--- config.mk ---
export PLATFORM = sky130hd
export DESIGN_NAME = tlbpt_ctrl
export DESIGN_NICKNAME = d
export VERILOG_FILES = /design/src/rtl/tlbpt_pkg.sv /design/src/rtl/tlbpt_ctrl.sv
export SDC_FILE = /design/constraint.sdc
export NUM_CORES = 1
export LEC_CHECK = 0
export ABC_AREA = 0
export CAP_MARGIN = 25
export CORE_AREA = 2 2 39 41
export DETAILED_ROUTE_END_ITERATION = 8
export DIE_AREA = 0 0 41 43
export DONT_BUFFER_PORTS = 1
export PLACE_DENSITY = 0.39
export SLEW_MARGIN = 20
export SYNTH_ARGS = -nofsm -noshare
export SYNTH_HDL_FRONTEND = slang
export SYNTH_SLANG_ARGS = --single-unit
--- constraint.sdc ---
create_clock -name clk -period 2.48 [get_ports clk]
set_clock_uncertainty 0.2 [all_clocks]
set_input_delay 0.248 -clock clk [delete_from_list [all_inputs] [get_ports clk]]
set_output_delay 0.248 -clock clk [all_outputs]
set_load 0.005 [all_outputs]
--- src/rtl/tlbpt_pkg.sv ---
// ----------------------------------------------------------------------------
// tlbpt_pkg
// Shared widths, types and control structs of the TLB / page-table translator.
// ----------------------------------------------------------------------------
package tlbpt_pkg;

  localparam int VA_W        = 16;
  localparam int PAGE_W      = 8;
  localparam int FRAME_W     = 8;
  localparam int OFFSET_W    = 8;
  localparam int TLB_DEPTH   = 16;
  localparam int TLB_IDX_W   = $clog2(TLB_DEPTH);
  localparam int PAGE_COUNT  = 256;
  localparam int FRAME_COUNT = 256;

  typedef logic [PAGE_W-1:0]  page_t;
  typedef logic [FRAME_W-1:0] frame_t;

  typedef struct packed {
    logic   valid;
    page_t  page;
    frame_t frame;
  } tlb_entry_t;

  // Commands from the controller to the datapath.
  typedef struct packed {
    logic accept;       // take an address beat, launch table reads
    logic evict_read;   // read the page-table entry of the frame's old owner
    logic commit;       // update state and load the result register
    logic evict_apply;  // commit follows an owner read: drop a stale mapping
  } cmd_t;

  // Status from the datapath to the controller.
  typedef struct packed {
    logic tlb_hit;
    logic map_valid;
    logic wrapped;
    logic out_free;
  } status_t;

endpackage

--- src/rtl/tlbpt_ctrl.sv ---
// ----------------------------------------------------------------------------
// tlbpt_ctrl
// Sequencer: accept, look up, optional owner read, commit.
// ----------------------------------------------------------------------------
module tlbpt_ctrl (
  input  logic               clk,
  input  logic               rst,
  input  logic               in_valid,
  output logic               in_ready,
  input  tlbpt_pkg::status_t status,
  output tlbpt_pkg::cmd_t    cmd
);
  import tlbpt_pkg::*;

  localparam logic [1:0] ST_IDLE   = 2'd0;
  localparam logic [1:0] ST_LOOKUP = 2'd1;
  localparam logic [1:0] ST_EVICT  = 2'd2;

  logic [1:0] state;
  logic [1:0] state_next;
  logic       need_evict;

  // Fault after the frames have wrapped needs the old owner's entry
  assign need_evict = !status.tlb_hit && !status.map_valid && status.wrapped;
  assign in_ready   = (state == ST_IDLE);

  // Next state and commands
  always_comb begin
    state_next = state;
    cmd        = '0;
    case (state)
      ST_IDLE: begin
        if (in_valid) begin
          cmd.accept = 1'b1;
          state_next = ST_LOOKUP;
        end
      end
      ST_LOOKUP: begin
        if (need_evict) begin
          cmd.evict_read = 1'b1;
          state_next     = ST_EVICT;
        end else if (status.out_free) begin
          cmd.commit = 1'b1;
          state_next = ST_IDLE;
        end
      end
      ST_EVICT: begin
        if (status.out_free) begin
          cmd.commit      = 1'b1;
          cmd.evict_apply = 1'b1;
          state_next      = ST_IDLE;
        end
      end
      default: begin
        state_next = ST_IDLE;
      end
    endcase
  end

  // State register
  always_ff @(posedge clk) begin
    if (rst) begin
      state <= ST_IDLE;
    end else begin
      state <= state_next;
    end
  end

endmodule

==> flow_metrics.tcl <==
set metrics [dict create \
    status "finished clean" \
    path_cells "inv_1, ha_1, a21oi_1, nor2_1" \
    yosys_warnings 0 \
    rsz0062_at_grt "false" \
    pin_count 12 \
    antenna_found_initial 0 \
    ant_nets 0 \
    firstDrtPassIters 2 \
    grt_pass1_wl_microns 607 \
    worst_slack_ns 0.8201 \
    rows 14 \
    cellLeakagePower_nw 0.1194 \
    slowest_delay_ns 0.38 \
    finalCriticalPeriod_ns 1.660 \
    largest_reg_flops 2 \
    root_buffer "clkbuf_4" \
    grt.overflow.total 0 \
    syn_to_final_growth_pct 30.86 \
    finalSetupTns_ns 0 \
    worst_slew_pin_slew_ns 0.2765 \
    synth-seq-area-share_pct 19.75 \
    syn_area_per_cell_sq_um 7.796 \
    netlist_area_sq_um 202.7 \
    largest-register "state" \
    r2r-start "state[0]" \
    die-area_sq_um 1763 \
    grtUsageTotal_pct 5.912 \
    grt_max_degree 6 \
    clock.fmax_mhz 602.5 \
    drc 0 \
    crit_start "state[0]" \
    max-vdd-ir-drop_mv 0.1287 \
    endpoint_kind "output pin" \
    final_common_cell "nor2_1" \
    max_cap_viol_count 0 \
    p_per_area_nw_per_um2 491.8 \
    fillCellCount 157 \
    hold_class "in -> reg" \
    final.period_utilization_pct 66.93 \
    gp_congestion 0.5386 \
    finalWirelength_microns 447 \
    drv_slew 0 \
    top_regs "state x2" \
    layout-drive-gt1-share_pct 9.677 \
    hold_buffers 2 \
    num_antenna_cells 0 \
    ys_ff_latch 2 \
    min_from "rst" \
    die_h_microns 43 \
    postSynthNetCount 37 \
    cts.repair.resized 0 \
    path_clk_slew_ns 0.03 \
    cts_tree "yes" \
    relSlewSlack_pct 81.37 \
    fp.dieW_microns 41 \
    path_max_fanout 4 \
    cp_slowest_cell "dfxtp_1" \
    critPathKind "reg -> out" \
    cts_buffer_depth 2 \
    postSynthCellCount 26 \
    first_global_vias 163 \
    finalNetCount 44 \
    hpwl_microns 353 \
    via_per_inst 4.319 \
    drt_iter0_markers 2 \
    final_cell_mix "nor2_1 (5), inv_1 (4), ha_1 (4), clkbuf_4 (3)" \
    cts.sinks 2 \
    io_buffers 0 \
    coreArea_sq_um 1384 \
    crit_required_ns 2.03 \
    ctsHtreeMaxLevel 1 \
    vias 203 \
    cts_inserted_buffers 3 \
    synth.distinct_cells 14 \
    clock_latency_ns 0.22 \
    arrival_ns 1.21 \
    floorplan.initialDensity_pct 14.65 \
    post-cts-setup-buffers 0 \
    hold_viol 0 \
    pre_cts_ws_ns 0.9753 \
    setup_viol_count_final 0 \
    wire_per_inst_microns 9.511 \
    cp-start-kind "flop" \
]
==> power by group <==
| part | switching [mW] | total (mW) | internal, mW |
|---|---|---|---|
| clock network | 0.0168 | 0.0700 | 0.0532 |
| logic | 0.0123 | 0.0241 | 0.0118 |
| registers | 0.00203 | 0.0363 | 0.0343 |
| total | 0.0311 | 0.130 | 0.0993 |
==> critical path: cells and delay by family, from the launching register on <==
kind	cells	cell delay (ns)
AO/OA/AOI/OAI	1	0.19
adder cells (fa/ha/maj)	1	0.23
AND/OR/NAND/NOR	1	0.10
flip-flops	1	0.38
buffers and inverters	1	0.10
==> synth_stat cells <==
cell      n  share of area, %
o32ai_1   1               4.3
nand3_1   1               2.5
o41ai_1   1               4.3
o21ai_0   1               2.5
nor2_1    5               9.3
a2111o_1  1               5.6
ha_1      4                25
dfxtp_1   2                20
a21oi_1   1               2.5
nand2_1   1               1.9
or3b_1    1               4.3
and2_1    2               6.2
inv_1     4               7.4
o32a_1    1               4.9
==> layer usage <==
layer / global-route usage [%] / vias up / part of all wire, %
met5: 0 / - / 0
met4: 6.000 / 0 / 1.6
met3: 6.283 / 2 / 13
met2: 7.187 / 10 / 43
met1: 4.792 / 88 / 42
li1: - / 103 / -
==> final cells by class <==
type	count	area, sq um	share of cell area [%]
tap	16	20.02	7.547
multi-input combinational	20	147.6	55.66
clock buffer	3	22.52	8.491
inverter	4	15.01	5.660
sequential	2	40.04	15.09
timing repair buffer	2	20.02	7.547
==> path summary, 6_finish.rpt <==
| kind | end | slack, ns | depth (start not counted) |
|---|---|---|---|
| max reg2reg | state[0] | 0.96 | 5 |
| max | cmd[1] | 0.82 | 4 |
| min | state[0] | 0.02 | 2 |
| min reg2reg | state[1] | 0.37 | 2 |
==> through the flow <==
stage	cell area, sq um	hold slack [ns]	utilization, %	instances	power (mW)
2_1_floorplan	202.7	0.1508	-	26	0.05448
3_3_place_gp	222.7	0.1783	16.09	42	0.05821
3_5_place_dp	222.7	0.1640	16.09	42	0.05819
4_1_cts	265.3	0.009115	19.17	47	0.1354
5_1_grt	265.3	0.02903	19.17	47	0.1443
6_report	265.3	0.01978	19.17	47	0.1305
==> cells by family (layout without fill, tap and decap cells) <==
family                   after synthesis  count (layout)  synth area share, %
adder cells (fa/ha/maj)                4               4                24.69
AO/OA/AOI/OAI                          6               6                24.07
buffers and inverters                  4               9                7.405
flip-flops                             2               2                19.75
AND/OR/NAND/NOR                       10              10                24.07
No activity file was read; power rests on OpenSTA's default activity.
